### src/ffba_pkg.sv
// Package for the first-fit block allocator: heap geometry constants,
// status codes, request codes and the controller/datapath command and status structs.
package ffba_pkg;

	localparam int HEAP_BYTES   = 65536;
	localparam int MAX_BLOCKS   = 64;
	localparam int HEADER_BYTES = 17;
	localparam int MIN_CAPACITY = 24;

	localparam int IDX_W = $clog2(MAX_BLOCKS);
	localparam int CNT_W = $clog2(MAX_BLOCKS + 1);
	localparam int CAP_W = 17;
	localparam int OFS_W = 16;

	localparam logic [1:0] ST_OK       = 2'd0;
	localparam logic [1:0] ST_NO_SPACE = 2'd1;
	localparam logic [1:0] ST_BAD_FREE = 2'd2;

	localparam logic REQ_ALLOC   = 1'b0;
	localparam logic REQ_RELEASE = 1'b1;

	typedef enum logic [2:0] {
		OP_NONE  = 3'd0,
		OP_INIT  = 3'd1,  // write the whole-heap free block at index
		OP_READ  = 3'd2,  // read entry at index into the current-entry registers
		OP_NEXT  = 3'd3,  // read entry at index into the next-entry registers
		OP_MOVE  = 3'd4,  // one step of a table move: read src, write the last read at index
		OP_WRCUR = 3'd5,  // write the current-entry registers back at index
		OP_WRREM = 3'd6   // write the split remainder at index, current keeps capacity q
	} op_t;

	typedef struct packed {
		op_t             op;
		logic [IDX_W-1:0] idx;
		logic [IDX_W-1:0] src;      // move: source index
		logic            mv_wr;    // move: write the previously read entry
		logic            absorb;   // add header and next capacity to current
		logic            set_free;
		logic            clr_free;
		logic            cnt_inc;
		logic            cnt_dec;
		logic            load_req;
		logic [CAP_W-1:0] req_bytes;
		logic [OFS_W-1:0] roff;
	} dp_cmd_t;

	typedef struct packed {
		logic [CNT_W-1:0] count;
		logic            cur_free;
		logic            nxt_free;
		logic            fits;      // current capacity >= request
		logic            can_split;
		logic            match;     // current start + header == release offset
		logic [OFS_W-1:0] payload;
	} dp_stat_t;

endpackage

### src/ffba_datapath.sv
// Datapath: the block table memories, entry count and current/next entry registers.
// Depends on ffba_pkg.
module ffba_datapath import ffba_pkg::*; (
	input  logic     clk,
	input  logic     arst_n,
	input  dp_cmd_t  cmd,
	output dp_stat_t stat
);

	logic [OFS_W-1:0] start_mem [MAX_BLOCKS];
	logic [CAP_W-1:0] cap_mem   [MAX_BLOCKS];
	logic             free_mem  [MAX_BLOCKS];

	logic [CNT_W-1:0] count_q;
	logic [OFS_W-1:0] cur_start_q, nxt_start_q;
	logic [CAP_W-1:0] cur_cap_q, nxt_cap_q, req_q;
	logic             cur_free_q, nxt_free_q;
	logic [OFS_W-1:0] roff_q;
	logic [OFS_W-1:0] sh_start_q;
	logic [CAP_W-1:0] sh_cap_q;
	logic             sh_free_q;
	logic [CAP_W-1:0] q_w;
	logic [CAP_W+1:0] split_need;

	assign q_w = (req_q < CAP_W'(MIN_CAPACITY)) ? CAP_W'(MIN_CAPACITY) : req_q;
	assign split_need = {2'b0, q_w} + (CAP_W+2)'(HEADER_BYTES + MIN_CAPACITY);

	// Table writes. Entry 0 is written by the controller's init pass; the rest
	// start undefined and are only read once they have been written.
	always_ff @(posedge clk) begin
		case (cmd.op)
			OP_INIT: begin
				start_mem[cmd.idx] <= '0;
				cap_mem[cmd.idx]   <= CAP_W'(HEAP_BYTES - HEADER_BYTES);
				free_mem[cmd.idx]  <= 1'b1;
			end
			OP_MOVE: begin
				if (cmd.mv_wr) begin
					start_mem[cmd.idx] <= sh_start_q;
					cap_mem[cmd.idx]   <= sh_cap_q;
					free_mem[cmd.idx]  <= sh_free_q;
				end
			end
			OP_WRREM: begin
				start_mem[cmd.idx] <= cur_start_q + OFS_W'(HEADER_BYTES) + q_w[OFS_W-1:0];
				cap_mem[cmd.idx]   <= cur_cap_q - q_w - CAP_W'(HEADER_BYTES);
				free_mem[cmd.idx]  <= 1'b1;
			end
			OP_WRCUR: begin
				start_mem[cmd.idx] <= cur_start_q;
				cap_mem[cmd.idx]   <= cur_cap_q;
				free_mem[cmd.idx]  <= cur_free_q;
			end
			default: ;
		endcase
	end

	// Current entry: loaded by a read, then grown by merges, trimmed by a split
	// and marked free or taken.
	always_ff @(posedge clk) begin
		if (cmd.op == OP_READ) begin
			cur_start_q <= start_mem[cmd.idx];
			cur_cap_q   <= cap_mem[cmd.idx];
			cur_free_q  <= free_mem[cmd.idx];
		end else begin
			if (cmd.absorb)
				cur_cap_q <= cur_cap_q + CAP_W'(HEADER_BYTES) + nxt_cap_q;
			else if (cmd.op == OP_WRREM)
				cur_cap_q <= q_w;
			if (cmd.set_free)
				cur_free_q <= 1'b1;
			else if (cmd.clr_free)
				cur_free_q <= 1'b0;
		end
	end

	// Next entry, move buffer and the request operands.
	always_ff @(posedge clk) begin
		if (cmd.op == OP_NEXT) begin
			nxt_start_q <= start_mem[cmd.idx];
			nxt_cap_q   <= cap_mem[cmd.idx];
			nxt_free_q  <= free_mem[cmd.idx];
		end
		if (cmd.op == OP_MOVE) begin
			sh_start_q <= start_mem[cmd.src];
			sh_cap_q   <= cap_mem[cmd.src];
			sh_free_q  <= free_mem[cmd.src];
		end
		if (cmd.load_req) begin
			req_q  <= cmd.req_bytes;
			roff_q <= cmd.roff;
		end
	end

	always_ff @(posedge clk or negedge arst_n) begin
		if (!arst_n) begin
			count_q <= CNT_W'(1);
		end else begin
			if (cmd.cnt_inc)
				count_q <= count_q + CNT_W'(1);
			else if (cmd.cnt_dec)
				count_q <= count_q - CNT_W'(1);
		end
	end

	assign stat.count     = count_q;
	assign stat.cur_free  = cur_free_q;
	assign stat.nxt_free  = nxt_free_q;
	assign stat.fits      = cur_cap_q >= req_q;
	assign stat.can_split = (count_q < CNT_W'(MAX_BLOCKS)) &&
	                        ({2'b0, cur_cap_q} >= split_need);
	assign stat.match     = ({1'b0, cur_start_q} + 17'(HEADER_BYTES)) == {1'b0, roff_q};
	assign stat.payload   = cur_start_q + OFS_W'(HEADER_BYTES);

endmodule

### src/ffba_controller.sv
// Controller: sequences the table walk, merges, splits and table moves.
// Depends on ffba_pkg; drives ffba_datapath through dp_cmd_t.
module ffba_controller import ffba_pkg::*; (
	input  logic            clk,
	input  logic            arst_n,
	input  logic            in_valid,
	output logic            in_ready,
	input  logic            in_type,
	input  logic [CAP_W-1:0] in_bytes,
	input  logic [OFS_W-1:0] in_roff,
	output logic            out_valid,
	input  logic            out_ready,
	output logic [1:0]      out_status,
	output logic [OFS_W-1:0] out_payload,
	output dp_cmd_t         cmd,
	input  dp_stat_t        stat
);

	typedef enum logic [11:0] {
		S_INIT = 12'b000000000001,
		S_IDLE = 12'b000000000010,
		S_RD   = 12'b000000000100,
		S_CHK  = 12'b000000001000,
		S_RDN  = 12'b000000010000,
		S_MCHK = 12'b000000100000,
		S_MOVE = 12'b000001000000,
		S_MNXT = 12'b000010000000,
		S_FIT  = 12'b000100000000,
		S_WRS  = 12'b001000000000,
		S_WRB  = 12'b010000000000,
		S_OUT  = 12'b100000000000
	} state_t;

	state_t           state_q;
	logic             type_q;
	logic [IDX_W-1:0] idx_q;
	logic [CNT_W-1:0] src_q;     // move: next source index
	logic [IDX_W-1:0] dst_q;     // move: destination of the entry in the buffer
	logic [CNT_W-1:0] left_q;    // move: entries still to read
	logic             up_q;      // move direction: up opens a slot, down closes one
	logic             prim_q;    // move buffer holds an entry
	logic [1:0]       st_q;
	logic [OFS_W-1:0] pay_q;
	logic [CNT_W-1:0] idx_n1;
	logic             has_next;

	assign idx_n1   = CNT_W'(idx_q) + CNT_W'(1);
	assign has_next = idx_n1 < stat.count;
	assign in_ready = (state_q == S_IDLE) && !out_valid;

	always_comb begin
		cmd = '0;
		cmd.op = OP_NONE;
		cmd.idx = idx_q;
		cmd.src = src_q[IDX_W-1:0];
		cmd.req_bytes = in_bytes;
		cmd.roff = in_roff;
		case (state_q)
			S_INIT: begin
				cmd.op  = OP_INIT;
				cmd.idx = '0;
			end
			S_IDLE: cmd.load_req = in_valid && in_ready;
			S_RD:   cmd.op = OP_READ;
			S_CHK:  cmd.set_free = (type_q == REQ_RELEASE) && stat.match;
			S_RDN: begin
				cmd.op  = OP_NEXT;
				cmd.idx = idx_n1[IDX_W-1:0];
			end
			S_MCHK: cmd.absorb = stat.nxt_free;
			S_MOVE: begin
				cmd.op      = OP_MOVE;
				cmd.idx     = dst_q;
				cmd.mv_wr   = prim_q;
				// The merged-away entry leaves the table when its move is done.
				cmd.cnt_dec = !up_q && (left_q == '0);
			end
			S_FIT: cmd.clr_free = (type_q == REQ_ALLOC) && stat.cur_free && stat.fits;
			S_WRS: begin
				cmd.op      = OP_WRREM;
				cmd.idx     = idx_n1[IDX_W-1:0];
				cmd.cnt_inc = 1'b1;
			end
			S_WRB: cmd.op = OP_WRCUR;
			default: ;
		endcase
	end

	always_ff @(posedge clk or negedge arst_n) begin
		if (!arst_n) begin
			state_q   <= S_INIT;
			out_valid <= 1'b0;
			type_q    <= REQ_ALLOC;
			idx_q     <= '0;
			src_q     <= '0;
			dst_q     <= '0;
			left_q    <= '0;
			up_q      <= 1'b0;
			prim_q    <= 1'b0;
			st_q      <= ST_OK;
			pay_q     <= '0;
		end else begin
			if (state_q == S_OUT)
				out_valid <= 1'b1;
			else if (out_ready)
				out_valid <= 1'b0;
			case (state_q)
				S_INIT: state_q <= S_IDLE;
				S_IDLE: if (in_valid && in_ready) begin
					type_q  <= in_type;
					idx_q   <= '0;
					pay_q   <= '0;
					st_q    <= (in_type == REQ_ALLOC) ? ST_NO_SPACE : ST_BAD_FREE;
					state_q <= S_RD;
				end
				S_RD: state_q <= S_CHK;
				S_CHK: begin
					if (type_q == REQ_RELEASE) begin
						if (stat.match) begin
							st_q    <= ST_OK;
							state_q <= has_next ? S_RDN : S_WRB;
						end else if (has_next) begin
							idx_q   <= idx_n1[IDX_W-1:0];
							state_q <= S_RD;
						end else
							state_q <= S_OUT;
					end else
						state_q <= (stat.cur_free && has_next) ? S_RDN : S_FIT;
				end
				S_RDN: state_q <= S_MCHK;
				S_MCHK: begin
					if (stat.nxt_free) begin
						// Close the gap left by the absorbed successor.
						src_q   <= idx_n1 + CNT_W'(1);
						left_q  <= stat.count - idx_n1 - CNT_W'(1);
						up_q    <= 1'b0;
						prim_q  <= 1'b0;
						state_q <= S_MOVE;
					end else
						state_q <= (type_q == REQ_RELEASE) ? S_WRB : S_FIT;
				end
				S_MOVE: begin
					if (left_q != '0) begin
						dst_q  <= up_q ? IDX_W'(src_q + CNT_W'(1)) : IDX_W'(src_q - CNT_W'(1));
						src_q  <= up_q ? src_q - CNT_W'(1) : src_q + CNT_W'(1);
						left_q <= left_q - CNT_W'(1);
						prim_q <= 1'b1;
					end else begin
						prim_q  <= 1'b0;
						state_q <= up_q ? S_WRS : S_MNXT;
					end
				end
				S_MNXT: begin
					if (has_next)
						state_q <= S_RDN;
					else
						state_q <= (type_q == REQ_RELEASE) ? S_WRB : S_FIT;
				end
				S_FIT: begin
					if (stat.cur_free && stat.fits) begin
						st_q  <= ST_OK;
						pay_q <= stat.payload;
						if (stat.can_split) begin
							// Open a slot after the current entry for the remainder.
							src_q   <= stat.count - CNT_W'(1);
							left_q  <= stat.count - idx_n1;
							up_q    <= 1'b1;
							prim_q  <= 1'b0;
							state_q <= S_MOVE;
						end else
							state_q <= S_WRB;
					end else
						state_q <= S_WRB;
				end
				S_WRS: state_q <= S_WRB;
				S_WRB: begin
					if (st_q == ST_OK)
						state_q <= S_OUT;
					else if (has_next) begin
						idx_q   <= idx_n1[IDX_W-1:0];
						state_q <= S_RD;
					end else
						state_q <= S_OUT;
				end
				S_OUT: state_q <= S_IDLE;
				default: state_q <= S_IDLE;
			endcase
		end
	end

	assign out_status  = st_q;
	assign out_payload = (st_q == ST_OK) ? pay_q : '0;

endmodule

### src/first_fit_block_allocator_top.sv
// Top level of the first-fit block allocator.
// Depends on ffba_pkg, ffba_controller and ffba_datapath.
//
// Usage: requests arrive on the s_axis channel. tuser carries req_type
// (0 allocate, 1 release); tdata carries req_bytes in bits 16:0 and
// release_offset in bits 32:17, padded to 40 bits. Each request gives
// exactly one result on m_axis: tdata bits 1:0 status, bits 17:2 the
// payload offset, padded to 24 bits.
// A request walks the table from entry 0, so the time it takes grows with
// the number of blocks passed, the successors of free blocks looked at and
// the table entries moved by a merge or a split.
// One request is in work at a time; s_axis_tready is low while it is, and
// the next request can be taken the cycle after the result is delivered.
// After reset an init pass writes the single free block that covers the
// heap; s_axis_tready rises when it is done.
// A result is held in its output register while m_axis_tready is low, and
// no new request is taken until it has been delivered.
module first_fit_block_allocator_top import ffba_pkg::*; (
	input  logic        clk,
	input  logic        arst_n,
	input  logic        s_axis_tvalid,
	output logic        s_axis_tready,
	input  logic [39:0] s_axis_tdata,  // req_bytes[16:0], release_offset[32:17]
	input  logic        s_axis_tuser,  // req_type
	output logic        m_axis_tvalid,
	input  logic        m_axis_tready,
	output logic [23:0] m_axis_tdata   // status[1:0], payload_offset[17:2]
);

	dp_cmd_t          cmd;
	dp_stat_t         stat;
	logic [1:0]       status;
	logic [OFS_W-1:0] payload;

	ffba_controller u_ctrl (
		.clk(clk), .arst_n(arst_n),
		.in_valid(s_axis_tvalid), .in_ready(s_axis_tready),
		.in_type(s_axis_tuser),
		.in_bytes(s_axis_tdata[16:0]), .in_roff(s_axis_tdata[32:17]),
		.out_valid(m_axis_tvalid), .out_ready(m_axis_tready),
		.out_status(status), .out_payload(payload),
		.cmd(cmd), .stat(stat)
	);

	ffba_datapath u_dp (.clk(clk), .arst_n(arst_n), .cmd(cmd), .stat(stat));

	assign m_axis_tdata = {6'b0, payload, status};

	// No request is accepted while a result waits.
	a_no_accept_busy: assert property (@(posedge clk) disable iff (!arst_n)
		m_axis_tvalid |-> !s_axis_tready) else $error("accept while result pending");
	// A failed request reports no offset.
	a_zero_payload: assert property (@(posedge clk) disable iff (!arst_n)
		(m_axis_tvalid && m_axis_tdata[1:0] != ST_OK) |-> m_axis_tdata[17:2] == '0)
		else $error("nonzero offset on failure");
	// The table never holds more blocks than it has room for, nor none.
	a_count_range: assert property (@(posedge clk) disable iff (!arst_n)
		stat.count != '0 && stat.count <= CNT_W'(MAX_BLOCKS)) else $error("count range");

endmodule

### config.mk
export PLATFORM = sky130hd
export DESIGN_NAME = first_fit_block_allocator_top
export DESIGN_NICKNAME = d
export VERILOG_FILES = /design/src/ffba_pkg.sv /design/src/ffba_datapath.sv /design/src/ffba_controller.sv /design/src/first_fit_block_allocator_top.sv
export SDC_FILE = /design/constraint.sdc
export NUM_CORES = 2
export LEC_CHECK = 0
export BUFFER_PORTS_ARGS = -buffer_cell sky130_fd_sc_hd__buf_2
export CAP_MARGIN = 0
export CORE_ASPECT_RATIO = 1.2
export CORE_UTILIZATION = 30
export CTS_BUF_LIST = sky130_fd_sc_hd__clkbuf_16
export CTS_CLUSTER_SIZE = 28
export DETAILED_ROUTE_END_ITERATION = 12
export SKIP_CTS_REPAIR_TIMING = 1
export SKIP_LAST_GASP = 1
export SYNTH_ARGS = -nofsm -noshare
export SYNTH_HDL_FRONTEND = slang
export SYNTH_HIERARCHICAL = 1
export SYNTH_SLANG_ARGS = --single-unit
### constraint.sdc
create_clock -name clk -period 13.5 [get_ports clk]
set_input_delay 0.675 -clock clk [delete_from_list [all_inputs] [get_ports clk]]
set_output_delay 0.675 -clock clk [all_outputs]
set_load 0.01 [all_outputs]
==> flow_summary.json <==
{
  "clock_sinks": 2361,
  "p_seq_share_pct": 53.0,
  "die_x_um": 551.2,
  "dr.pass1.iters": 6,
  "synthMuxAreaShare_pct": 15.05,
  "ys_ff_latch": 2361,
  "gr-total-overflow": 0,
  "leakagePower_nw": 41.13,
  "ys_types": 89,
  "intPower_mw": 11.93,
  "row_count": 241,
  "worstSkewPairLatency_ns": 0.95,
  "crit_family": "simple AND/OR/NAND/NOR gates",
  "cts_max_path_buffers": 4,
  "yosysTopAreaCellShare_pct": 63.47,
  "final_area_um2": 123500,
  "path_buf_inv": 2,
  "wl_um": 403800,
  "crit_chain": "or3_1, nor2_1, nand3_1, o21ai_0, a21oi_1, nand2_1, and3_4, buf_4, nand2_1, nor2_4, buf_4",
  "tns_ns": 0,
  "io_pins": 71,
  "p_clk_share_pct": 45.4,
  "drive_gt1_share_pct": 22.66,
  "root_buffer": "clkbuf_16",
  "crit_path_end_kind": "register",
  "start_util_pct": 30.18,
  "timing.fmax_mhz": 144.1,
  "netlist.top_cell.by_area": "edfxtp_1",
  "grt_pass1_vias": 71140,
  "dpl.hpwl_um": 224900,
  "core_area_um2": 359700,
  "antenna_left": 0,
  "violations": "negative hold slack",
  "slowest_stage": "nor2_4",
  "crit_start": "u_ctrl/state_q[8]$_DFFE_PN0P_",
  "vias_per_cell": 6.339,
  "synthToLayoutAreaGrowth_pct": 13.76,
  "worstMarginPinSlew_ns": 1.414,
  "worstHoldStart": "m_axis_tready",
  "grt_max_degree": 153,
  "cap_violations": 0,
  "wl_per_cell_um": 35.56,
  "synth_area_um2": 108600,
  "r2r_start": "u_ctrl/state_q[8]$_DFFE_PN0P_",
  "yosys_warnings": 6,
  "hold_path_class": "in -> reg",
  "utilization_pct": 34.34,
  "crit_fanout": 45,
  "criticalPathCategory": "reg -> reg",
  "track_usage_pct": 21.57,
  "post-route-period-util_pct": 51.40,
  "dieArea_um2": 364300,
  "antenna_found_initial": 16,
  "grt_first_pass_wirelength_um": 555400,
  "synthAdderAreaFrac_pct": 1.593,
  "drt_iter0_markers": 12120,
  "ys_async_sr_fraction_pct": 2.795,
  "cts_tree": "done",
  "outcome": "finished, violations left",
  "yosysSeqAreaShare_pct": 64.99,
  "switching_share_pct": 20.51,
  "drv_slew": 0,
  "hold_ws_ns": -0.01646,
  "ir_worst_vdd_mv": 0.1168,
  "synthSimpleGateAreaFrac_pct": 3.166,
  "synth_area_leaders": "edfxtp_1, mux4_2, a22oi_1",
  "skew_ns": 0.08459,
  "grt_setup_unrepaired": "false",
  "vias": 71970,
  "power.share.combinational_pct": 1.6,
  "cts_max_level": 4,
  "avgSynthCellArea_um2": 16.97,
  "hold_violations": 2,
  "synth_top_family_by_area": "multiplexers",
  "dpl_cell_area_um2": 115200,
  "cp-start-kind": "register",
  "synth-edff-count": 2295,
  "globalplace.congestion": 0.8809,
  "period_needed_ns": 6.939,
  "crit_required_ns": 14.05,
  "cts.reportedPaths.clkPinSlew_ns": 0.06,
  "final_nets": 6578,
  "p_per_area_nw_per_um2": 121.5,
  "slew_headroom_pct": 5.515,
  "dieHeight_um": 661.0,
  "synth-main-ff-cell": "edfxtp_1",
  "p_switching_mw": 3.078,
  "synth_xor_xnor_area_share_pct": 1.058,
  "synth_compound_area_share_pct": 11.64,
  "cts_inserted_buffers": 239,
  "drc": 0,
  "final-setup-viol-count": 0,
  "cp_slowest_stage_delay_ns": 1.15,
  "cp.arrival_ns": 7.49,
  "fin_total_pwr_mw": 15.01,
  "synthCells": 6400,
  "numPortBuffers": 57
}
power by group through the flow:
stage / registers (mW) / logic [mW] / clock network [mW]
final: 7.96 / 0.233 / 6.82
after global placement: 8.11 / 0.219 / 0
after floorplan: 8.10 / 0.136 / 0
after CTS: 7.96 / 0.223 / 6.85
after detailed placement: 8.11 / 0.221 / 0
after global routing: 7.95 / 0.249 / 7.12
path summary, 6_finish.rpt:
path / to / depth (start not counted) / slack, ns
max: u_dp/start_mem[47][10]$_DFFE_PP_ / 11 / 6.56
min: u_ctrl/out_valid$_DFFE_PN0P_ / 2 / -0.02
max reg2reg: u_dp/start_mem[47][10]$_DFFE_PP_ / 11 / 6.56
min reg2reg: u_ctrl/state_q[3]$_DFFE_PN0P_ / 1 / 0.48
max in group asynchronous: u_ctrl/src_q[4]$_DFFE_PN0P_ / 2 / 12.75
min in group asynchronous: u_ctrl/pay_q[2]$_DFFE_PN0P_ / 2 / 0
synth_stat cells (48+ instances only):
library cell     n
buf_2           81
a221oi_1        88
a31oi_1         94
buf_4           50
nand2_1        151
o21ai_0        119
a22o_1          84
clkbuf_1       289
dfrtp_1         64
nand4_1         70
xnor2_1         76
a21oi_1        136
ha_1           125
nor2_1         153
inv_1           90
mux4_2         707
a41oi_1        136
buf_1          113
nor4_1          48
nand3_1         73
edfxtp_1      2295
a22oi_1        936
cell usage in the layout, fill, tap and decap left out, types with 25 or more instances in the layout:
master / synthesis / final
xnor2_1: 76 / 75
nor4_1: 48 / 48
dlygate4sd3_1: 0 / 33
mux2i_1: 27 / 26
a221oi_1: 88 / 87
clkbuf_16: 0 / 240
bufinv_16: 0 / 36
a41oi_1: 136 / 136
buf_2: 81 / 57
clkinv_1: 0 / 51
clkinv_2: 0 / 35
mux4_2: 707 / 707
nand4_1: 70 / 70
a31oi_1: 94 / 94
and2_1: 26 / 25
nor2_4: 0 / 72
nand2_1: 151 / 149
nor3_1: 34 / 31
a22oi_1: 936 / 936
o21ai_0: 119 / 108
xor2_1: 43 / 41
a21oi_1: 136 / 126
inv_1: 90 / 129
dfrtp_1: 64 / 58
buf_4: 50 / 189
ha_1: 125 / 125
nor2_1: 153 / 79
nand3_1: 73 / 72
edfxtp_1: 2295 / 2295
a22o_1: 84 / 84
registers in the layout, indices dropped and copies added (netlist names), 12 cells and up:
name and flops:
u_dp/roff_q 16, u_dp/req_q 17, u_dp/cur_cap_q 17, u_dp/cur_start_q 16, u_dp/start_mem 1024, u_ctrl/state_q 12, u_dp/sh_start_q 16, u_ctrl/pay_q 16
u_dp/free_mem 64, u_dp/nxt_cap_q 17, u_dp/sh_cap_q 17, u_dp/cap_mem 1088
logic make-up after synthesis:
logic type / count (synthesis)
muxes: 747
adders and majority gates: 136
buffers and inverters: 630
xor gates and xnor gates: 123
and+or+nand+nor: 674
other: 2
AOI/OAI and AO/OA: 1727
DFF: 2361
layer usage:
metal | vias to the layer above | part of all wire [%] | track usage (%)
met5 | - | 0.0084 | 0
met4 | 6 | 8.1 | 15.20
met3 | 1331 | 13 | 5.331
met2 | 5981 | 45 | 33.18
met1 | 37250 | 34 | 26.59
li1 | 27400 | - | -
area by class of cell:
class / instances / area [µm²]
inverters: 90 / 337.8
multi-input cells: 3414 / 36280
flip-flops and latches: 2361 / 70590
diodes: 18 / 45.04
repair buffers: 297 / 2410
fillers: 33580 / 236200
clock inverters: 196 / 1918
well taps: 4738 / 5928
clock buffers: 240 / 6006
through the flow:
stage               instances  setup WS (ns)
finish                  11350          6.561
global route            11340          6.614
CTS                     11300          6.818
detailed placement      10870          6.753
global placement        10870          6.843
floorplan                6405          5.592
(Power assumes the default switching activity.)
